### src/rtl/core/spc_pkg.sv
// shared types and constants of the sliding pattern correlator
package spc_pkg;

    // width of one correlation result
    localparam int CORR_BITS = 38;

    // function codes carried on the input channel
    localparam logic FUNC_LOAD   = 1'b0;
    localparam logic FUNC_SAMPLE = 1'b1;

    // shift strobes handed to every cell of the chain
    typedef struct packed {
        logic tap_shift;
        logic samp_shift;
    } cell_ctrl_t;

endpackage

### src/rtl/core/spc_cell.sv
// one correlator cell: pattern tap, window sample, product and partial sum
module spc_cell
    import spc_pkg::*;
#(
    parameter int SAMPLE_BITS = 16
) (
    input  logic                          aclk,
    input  cell_ctrl_t                    ctrl,
    input  logic                          active,
    input  logic signed [SAMPLE_BITS-1:0] tap_in,
    input  logic signed [SAMPLE_BITS-1:0] samp_in,
    input  logic signed [CORR_BITS-1:0]   psum_in,
    output logic signed [SAMPLE_BITS-1:0] tap_out,
    output logic signed [SAMPLE_BITS-1:0] samp_out,
    output logic signed [CORR_BITS-1:0]   psum_out
);

    localparam int PROD_BITS = 2 * SAMPLE_BITS;

    logic signed [SAMPLE_BITS-1:0] tap_reg;
    logic signed [SAMPLE_BITS-1:0] samp_reg;
    logic signed [PROD_BITS-1:0]   prod_reg;
    logic signed [CORR_BITS-1:0]   psum_reg;
    logic signed [CORR_BITS-1:0]   addend;

    // inactive cells add nothing, whatever they hold
    assign addend = active ? CORR_BITS'(prod_reg) : '0;

    always_ff @(posedge aclk) begin
        if (ctrl.tap_shift) begin
            tap_reg <= tap_in;
        end
        if (ctrl.samp_shift) begin
            samp_reg <= samp_in;
        end
        prod_reg <= PROD_BITS'(samp_reg) * PROD_BITS'(tap_reg);
        psum_reg <= psum_in + addend;
    end

    assign tap_out  = tap_reg;
    assign samp_out = samp_reg;
    assign psum_out = psum_reg;

endmodule
### config.mk
export PLATFORM = sky130hd
export DESIGN_NAME = spc_cell
export DESIGN_NICKNAME = d
export VERILOG_FILES = /design/src/rtl/core/spc_pkg.sv /design/src/rtl/core/spc_cell.sv
export SDC_FILE = /design/constraint.sdc
export NUM_CORES = 1
export LEC_CHECK = 0
export BUFFER_PORTS_ARGS = -buffer_cell sky130_fd_sc_hd__buf_2
export CAP_MARGIN = 20
export CORE_MARGIN = 4
export CORE_UTILIZATION = 62
export CTS_CLUSTER_SIZE = 28
export DETAILED_ROUTE_END_ITERATION = 10
export PLACE_DENSITY = 0.8
export SYNTH_ARGS = -nofsm -noshare
export SYNTH_HDL_FRONTEND = slang
export SYNTH_SLANG_ARGS = --single-unit
### constraint.sdc
create_clock -name aclk -period 8.65 [get_ports aclk]
set_clock_uncertainty 0.2 [all_clocks]
set_input_delay 1.73 -clock aclk [delete_from_list [all_inputs] [get_ports aclk]]
set_output_delay 1.73 -clock aclk [all_outputs]
set_load 0.02 [all_outputs]
# Yosys cells after proc, flatten, opt, wreduce, memory -nomap -nowiden
# Index checks and enable logic that the tools add are counted.
dict set report totals {
  reg_bits 102
  ram_bits 0
  romBits 0
  mem_count 0
  output_inout_bits 70
  latchBits 0
  input_bits 74
}
dict set report op_classes {
  shift 0
  n_eq_ne 0
  muxes 1
  bitwise_logic 0
  magnitude_cmp 0
  n_reduce_logical 0
  addsub 1
  n_div 0
  n_mul 1
}
# operator n
set ops {}
lappend ops {{38-bit adder} 1}
lappend ops {{38-bit two-way mux} 1}
lappend ops {{16-bit by 16-bit multiplier with 32-bit output} 1}

# Longest topological paths before layout
# Gate-level depths: netlist (run 1).
dict set report logic_depth {
  ltp_word 2
  ltp_mapped 23
  ltp_nobuf 22
}

# Least setup slack after synthesis (run 1)
# OpenSTA, ideal clock, no wires.
dict set report synth_path {
  kind {reg-to-reg}
  start {register tap_reg[2] (netlist: tap_out[2])}
  end {register prod_reg[31]}
  required_ns 8.378
  n_path_buf 1
  arrival_ns 6.187
  slack_ns 2.191
  stages_incl_launch_ff 23
  path_cell_list {edfxtp_1 -> clkbuf_1 -> and2_1 -> fa_1 -> inv_1 -> fa_1 -> fa_1 -> inv_1 -> fa_1 -> fa_1 -> inv_1 -> fa_1 -> inv_1 -> ha_1 -> a21o_1 -> a31o_2 -> a221oi_1 -> o21ai_0 -> a21bo_2 -> a211o_1 -> a31o_2 -> a31oi_1 -> xnor2_1}
}
dict set report synth_between {
  elab_chain_len 1
}
# item line_no
set synth_lines {}
lappend synth_lines {{start, declared} spc_cell.sv:20} ;# logic signed [SAMPLE_BITS-1:0] tap_reg;
lappend synth_lines {{start signal, assigned} spc_cell.sv:31} ;# tap_reg <= tap_in;
lappend synth_lines {{16-bit by 16-bit multiplier with 32-bit output} spc_cell.sv:36} ;# prod_reg <= PROD_BITS'(samp_reg) * PROD_BITS'(tap_reg);
lappend synth_lines {{end signal, assigned} spc_cell.sv:36}
lappend synth_lines {{end, declared} spc_cell.sv:22} ;# logic signed [PROD_BITS-1:0] prod_reg;
# Every way passes these cells.
# A chain may end at the register's enable or synchronous reset.

# Worst setup path in the final report (run 1)
dict set report layout_path {
  start {register samp_reg[10] (netlist: samp_out[10])}
  end {register prod_reg[30]}
}
dict set report layout_between {
  elab_chain_len 1
}
# item line_no
set layout_lines {}
lappend layout_lines {{start, declared} spc_cell.sv:21} ;# logic signed [SAMPLE_BITS-1:0] samp_reg;
lappend layout_lines {{start signal, assigned} spc_cell.sv:34} ;# samp_reg <= samp_in;
lappend layout_lines {{16-bit by 16-bit multiplier with 32-bit output} spc_cell.sv:36}
# Every way passes these cells.

==> results of run 1 <==
per-stage QoR:
| step | instance area [sq um] | cells | util, % | worst slack (ns) | hold WS [ns] |
|---|---|---|---|---|---|
| after detailed placement | 15100 | 1848 | 68.2 | 1.84 | 0.381 |
| after CTS | 15400 | 1864 | 69.8 | 1.85 | 0.402 |
| final | 15400 | 1864 | 69.8 | 1.82 | 0.401 |
| after global placement | 15100 | 1848 | 68.2 | 1.95 | 0.361 |
| after global routing | 15400 | 1864 | 69.8 | 1.50 | 0.448 |
| after floorplan | 14100 | 1460 | - | 2.19 | 0.317 |
logic make-up after synthesis:
family | Yosys count | share of synthesized area, %
compound gates | 174 | 8.05
buf+inv | 326 | 8.66
flops | 102 | 16.7
xor+xnor | 67 | 4.15
fa+ha+maj | 382 | 47.8
simple gates | 409 | 14.7
cells in the final DEF (no fill, tap or decap), types with 5 or more instances in the layout:
master	instances
xnor2_1	53
nand2_1	147
a21oi_1	53
nand2b_1	7
inv_1	291
xor2_1	14
fa_1	263
dfxtp_1	70
and2_1	162
clkbuf_16	10
o211ai_1	5
nand4_1	5
a31oi_1	6
buf_2	143
nor2b_1	6
a21o_1	26
and3_1	5
o21ai_0	30
o21a_1	11
nor2_1	44
edfxtp_1	32
nand3_1	10
o21bai_1	8
a211oi_1	8
ha_1	119
nor3_1	10
worst max-delay path by stage:
| stage | from | endpoint | slack, ns | depth (start not counted) |
|---|---|---|---|---|
| 2_1_floorplan | tap_out[2] | prod_reg[31] | 2.19 | 22 |
| 3_3_place_gp | tap_out[7] | prod_reg[31] | 1.95 | 22 |
| 3_5_place_dp | tap_out[7] | prod_reg[31] | 1.84 | 22 |
| 4_1_cts | samp_out[10] | prod_reg[30] | 1.85 | 18 |
| 5_1_grt | tap_out[7] | prod_reg[31] | 1.50 | 20 |
| 6_report | samp_out[10] | prod_reg[30] | 1.82 | 18 |
cell type report:
class | count | area share (%)
Timing Repair Buffer | 143 | 4.64
Sequential cell | 102 | 15.3
Inverter | 291 | 7.08
Multi-Input combinational cell | 1032 | 68.4
Tap cell | 280 | 2.27
Clock buffer | 10 | 1.62
Clock inverter | 6 | 0.641
routing by layer:
layer	up-vias	routed length [microns]
met4	0	411
met1	4859	13400
met3	35	2740
li1	4749	-
met5	-	0
met2	392	13900
cell usage after synthesis, types with 11 or more instances:
library cell and n:
xnor2_1 53, edfxtp_1 32, nor2_1 44, nand2_1 147, o21a_1 11, dfxtp_1 70
fa_1 263, clkbuf_1 35, xor2_1 14, a21o_1 26, ha_1 119, a21oi_1 53
o21ai_0 30, and2_1 162, inv_1 291
worst max-delay path: cells and delay by family, from the launching register on:
kind / cells / cell delay [ns]
fa+ha+maj: 7 / 3.47
compound gates: 5 / 1.10
simple gates: 4 / 0.98
flops: 1 / 0.79
xor+xnor: 1 / 0.15
buf+inv: 1 / 0.05
==> impl_metrics.toml, run 1 <==
[critical_path]
path_cells = "nand2_1 > fa_1 > fa_1 > fa_1 > fa_1 > inv_1 > fa_1 > fa_1 > ha_1 > nand3_1 > or4_1 > and4_4 > a2111oi_4 > a31oi_1 > a21oi_2 > a41oi_1 > a21oi_1 > xor2_1"
worstReg2RegEnd = "prod_reg[30]"
end_kind = "flop"
critPathMaxFanout = 17
crit_required_ns = 8.74
arrival_ns = 6.93
crit_path_top_delay_cell = "edfxtp_1"
cp-start-kind = "flop"
cpPeakStageDelay_ns = 0.79
r2r_slack_ns = 1.82
r2r_cells = 18
r2r_start = "samp_out[10]"
critPathMostFrequentCell = "fa_1"
crit_type = "flop to flop"

[cells_and_area]
largest_register_ffs = 38
antenna-diode-count = 0
area_growth_pct = 9.08
register_area_sq_mm = 0.00236
drive_above_1_share_pct = 10.6
fillers = 1713
multiInputGateArea_sq_mm = 0.0106
fin_nets = 2035

[sta]
min_period_ns = 6.83
setup_viol_count_final = 0
max_freq_mhz = 146
slew-limit-headroom_pct = 46.3
tightest_slew_ns = 0.785
tns_ns = 0
rsz0062_at_grt = "no"
fin_crit_sh_pct = 79.0
drv_slew = 0
hold_viol_final = 0

[yosys]
synth_nets = 1916
seq_area_frac_synth_pct = 16.7
synth-warning-count = 0
syn_inst = 1460
synth_top_area_share_pct = 37.2
synth_top_area_cell = "fa_1"
synth-edff-count = 32
synth_flop_cell = "dfxtp_1"
yosysUniqueCellTypes = 49
synth-seq-cells = 102
synthesis.area_sq_mm = 0.0141
synthArstFlopShare_pct = 0
syn_area_per_cell_sq_um = 9.68
netlist_top_cells_area = "fa_1, ha_1, dfxtp_1"

[run_status]
status = "completed"

[global_routing]
gr-usage-met3_pct = 5.54
antenna_found_initial = 0
first_global_vias = 10800
grt_use_met1_pct = 35.0
overflow = 0
grt_max_degree = 33
met2_usage_pct = 40.6
grt_use_total_pct = 24.9
grt_busiest_layer = "met2"
grt_pass1_wl_mm = 51.7

[clock_network]
htreeDepth = 3
clockBufferDepth = 2
ctsResizeCount = 0
cts_hold_buf = 0
cts_tree = "built"
clk_root_buffer_cell = "clkbuf_16"
clkSlewWorstSetupHoldPaths_ns = 0.09
insertion_delay_ns = 0.37
postCtsSetupBuffers = 0
clock-sinks = 102
cts_buffers = 9

[floorplanning]
std_cell_rows = 54
core-area_sq_mm = 0.0221
start_util_pct = 64.0
fp.dieH_microns = 159
dieArea_sq_mm = 0.0253
io_pins = 144
die_w_microns = 159

[detailed_routing]
drt-pass1-iter-count = 5
num_vias = 10000
vias_per_cell = 5.38
detail-route-antenna-nets = 0
drt_iter0_markers = 542
drc_errors = 0
drt_wl_total_mm = 30.4
wire_per_inst_microns = 16.3

[worst_hold_path]
hold-path-cell-count = 2
min-delay-start = "prod_reg[0]"
hold_class = "flop to flop"
hold_path_end = "psum_out[0]"

[placed_design]
dp_hpwl_mm = 24.8
place_congestion = 0.900
portBuffers = 143

[run]
drv_cap = 0
Power of run 1 is left out: the tool's default activity adds up to more than one toggle a clock period on the data nets, which glitch-free logic cannot reach.
==> run 2, diff against run 1 <==
- CORE_UTILIZATION: 62 -> 56
- PLACE_DENSITY: 0.8 -> 0.76
- clock period: 8.65 -> 5.85 ns (I/O delays scaled with it)
==> run 2 against run 1 <==
  * The run now ends with setup timing left
  * Cell count rose by 11%
  * Routed wire length rose by 10%
  * Design area rose by 10%
  * Fmax rose by 9.3%
  * Utilization fell by 0.67 points
  * Worst setup slack got worse by 2.2 ns
  * Via count rose by 7.1%
  * Clock-buffer cell count did not move
  * Highest routed layer unchanged
==> impl_metrics.toml, run 2 (synthesized netlist as in run 1, its figures left out) <==
[cells_and_area]
antenna-diode-count = 0
fin_nets = 2199
fillers = 1873
layout_common_cells = "inv_1, fa_1, and2_1"
final_common_cell = "inv_1"
drive_above_1_share_pct = 22.1
area_growth_pct = 20.3
largest_register_ffs = 38

[floorplanning]
io_pins = 144
die_w_microns = 167
dieArea_sq_mm = 0.0279
start_util_pct = 57.5
fp.dieH_microns = 167
core-area_sq_mm = 0.0246
std_cell_rows = 57

[critical_path]
crit_family = "adder cells"
critPathMaxFanout = 4
r2r_start = "samp_out[13]"
cpPeakStageDelay_ns = 0.53
startpoint = "samp_out[13]"
crit_required_ns = 5.89
arrival_ns = 6.29
cp_num_buf_inv = 5
crit_path_top_delay_cell = "edfxtp_1"
end_kind = "flop"
cp-start-kind = "flop"
crit_type = "flop to flop"
path_cells = "buf_6 > and2_1 > fa_1 > inv_1 > fa_2 > fa_2 > inv_2 > fa_2 > fa_1 > inv_1 > fa_1 > inv_1 > ha_4 > a21o_1 > a31o_2 > a221oi_2 > o21ai_2 > a21bo_2 > a211o_1 > a31o_4 > a31oi_4 > xnor2_1"

[sta]
setup_viol_count_final = 10
max_freq_mhz = 160
fin_crit_sh_pct = 107
setup_slack_ns = -0.403
rsz0062_at_grt = "yes"
tightest_slew_ns = 0.733
drv_slew = 0
slew-limit-headroom_pct = 49.9
hold_viol_final = 0
min_period_ns = 6.25

[placed_design]
place_congestion = 0.930
pre_cts_slack_ns = -0.406
dp_hpwl_mm = 27.6
portBuffers = 143

[clock_network]
cts_tree = "built"
cts_hold_buf = 0
clk_root_buffer_cell = "clkbuf_16"
insertion_delay_ns = 0.36
clockBufferDepth = 2
htreeDepth = 3
clock-sinks = 102
cts_buffers = 9
clkSlewWorstSetupHoldPaths_ns = 0.08

[global_routing]
overflow = 0
grt_pass1_wl_mm = 56.5
grt_use_total_pct = 24.7
grt_max_degree = 33
antenna_found_initial = 0
first_global_vias = 11600

[detailed_routing]
wire_per_inst_microns = 16.2
drt_wl_total_mm = 33.5
drt_iter0_markers = 819
num_vias = 10700
vias_per_cell = 5.19
drc_errors = 0
detail-route-antenna-nets = 0
drt-pass1-iter-count = 5

[run]
drv_cap = 0

[run_status]
violations = "setup timing"
status = "finished, violations left"

[worst_hold_path]
min-delay-start = "prod_reg[0]"
hold_class = "flop to flop"
-- run 2: worst paths after layout --
kind                            depth (start not counted)  slack, ns      endpoint
worst max-delay path                                   22      -0.40  prod_reg[31]
worst min-delay path                                    2       0.35   psum_out[0]
worst max register to register                         22      -0.40  prod_reg[31]
worst min register to register                          2       0.35   psum_out[0]
-- run 2: layer usage --
| metal | up-vias | share of wire, % | global-route usage [%] |
|---|---|---|---|
| li1 | 5091 | - | - |
| met1 | 5220 | 44 | 34.1 |
| met2 | 387 | 48 | 41.2 |
| met3 | 49 | 6.7 | 4.29 |
| met4 | 0 | 1.8 | 5.62 |
| met5 | - | 0 | 0 |
-- run 2: worst reg2reg max path, stage by stage (launching register included) --
cell and delay [ns]:
edfxtp_1 0.53, buf_6 0.19, and2_1 0.17, fa_1 0.52, inv_1 0.06, fa_2 0.53, fa_2 0.44, inv_2 0.07
fa_2 0.43, fa_1 0.49, inv_1 0.05, fa_1 0.49, inv_1 0.07, ha_4 0.15, a21o_1 0.18, a31o_2 0.22
a221oi_2 0.26, o21ai_2 0.10, a21bo_2 0.24, a211o_1 0.28, a31o_4 0.25, a31oi_4 0.13, xnor2_1 0.09
-- run 2: final cells by class --
class	instances	area [sq um]	area share, %
sequential	102	2360	13.9
timing repair buffer	307	2010	11.8
tap	324	405	2.38
multi-input combinational	1032	10800	63.7
clock inverter	6	61.3	0.360
inverter	291	1090	6.42
clock buffer	10	239	1.40
-- run 2: per-stage QoR --
stage	cell area (sq um)	std cells	utilization, %	hold slack, ns	TNS [ns]
CTS	16800	2058	68.1	0.356	-2.12
finish	17000	2072	69.1	0.350	-2.55
global route	17000	2072	69.1	0.393	-4.70
detailed placement	16200	2018	65.9	0.341	-2.55
global placement	16200	2018	65.9	0.329	-1.72
floorplan	14400	1460	-	0.317	-0.960
-- run 2: timing repair --
item / 4_1_cts / 5_1_grt
endpoints found under the setup margin: 11 / 16
hold endpoints to repair: 0 / 0
resized for setup: 20 / 32
pin swaps: 13 / 12
setup buffers: 24 / 14
Power of run 2 is left out for the same reason.
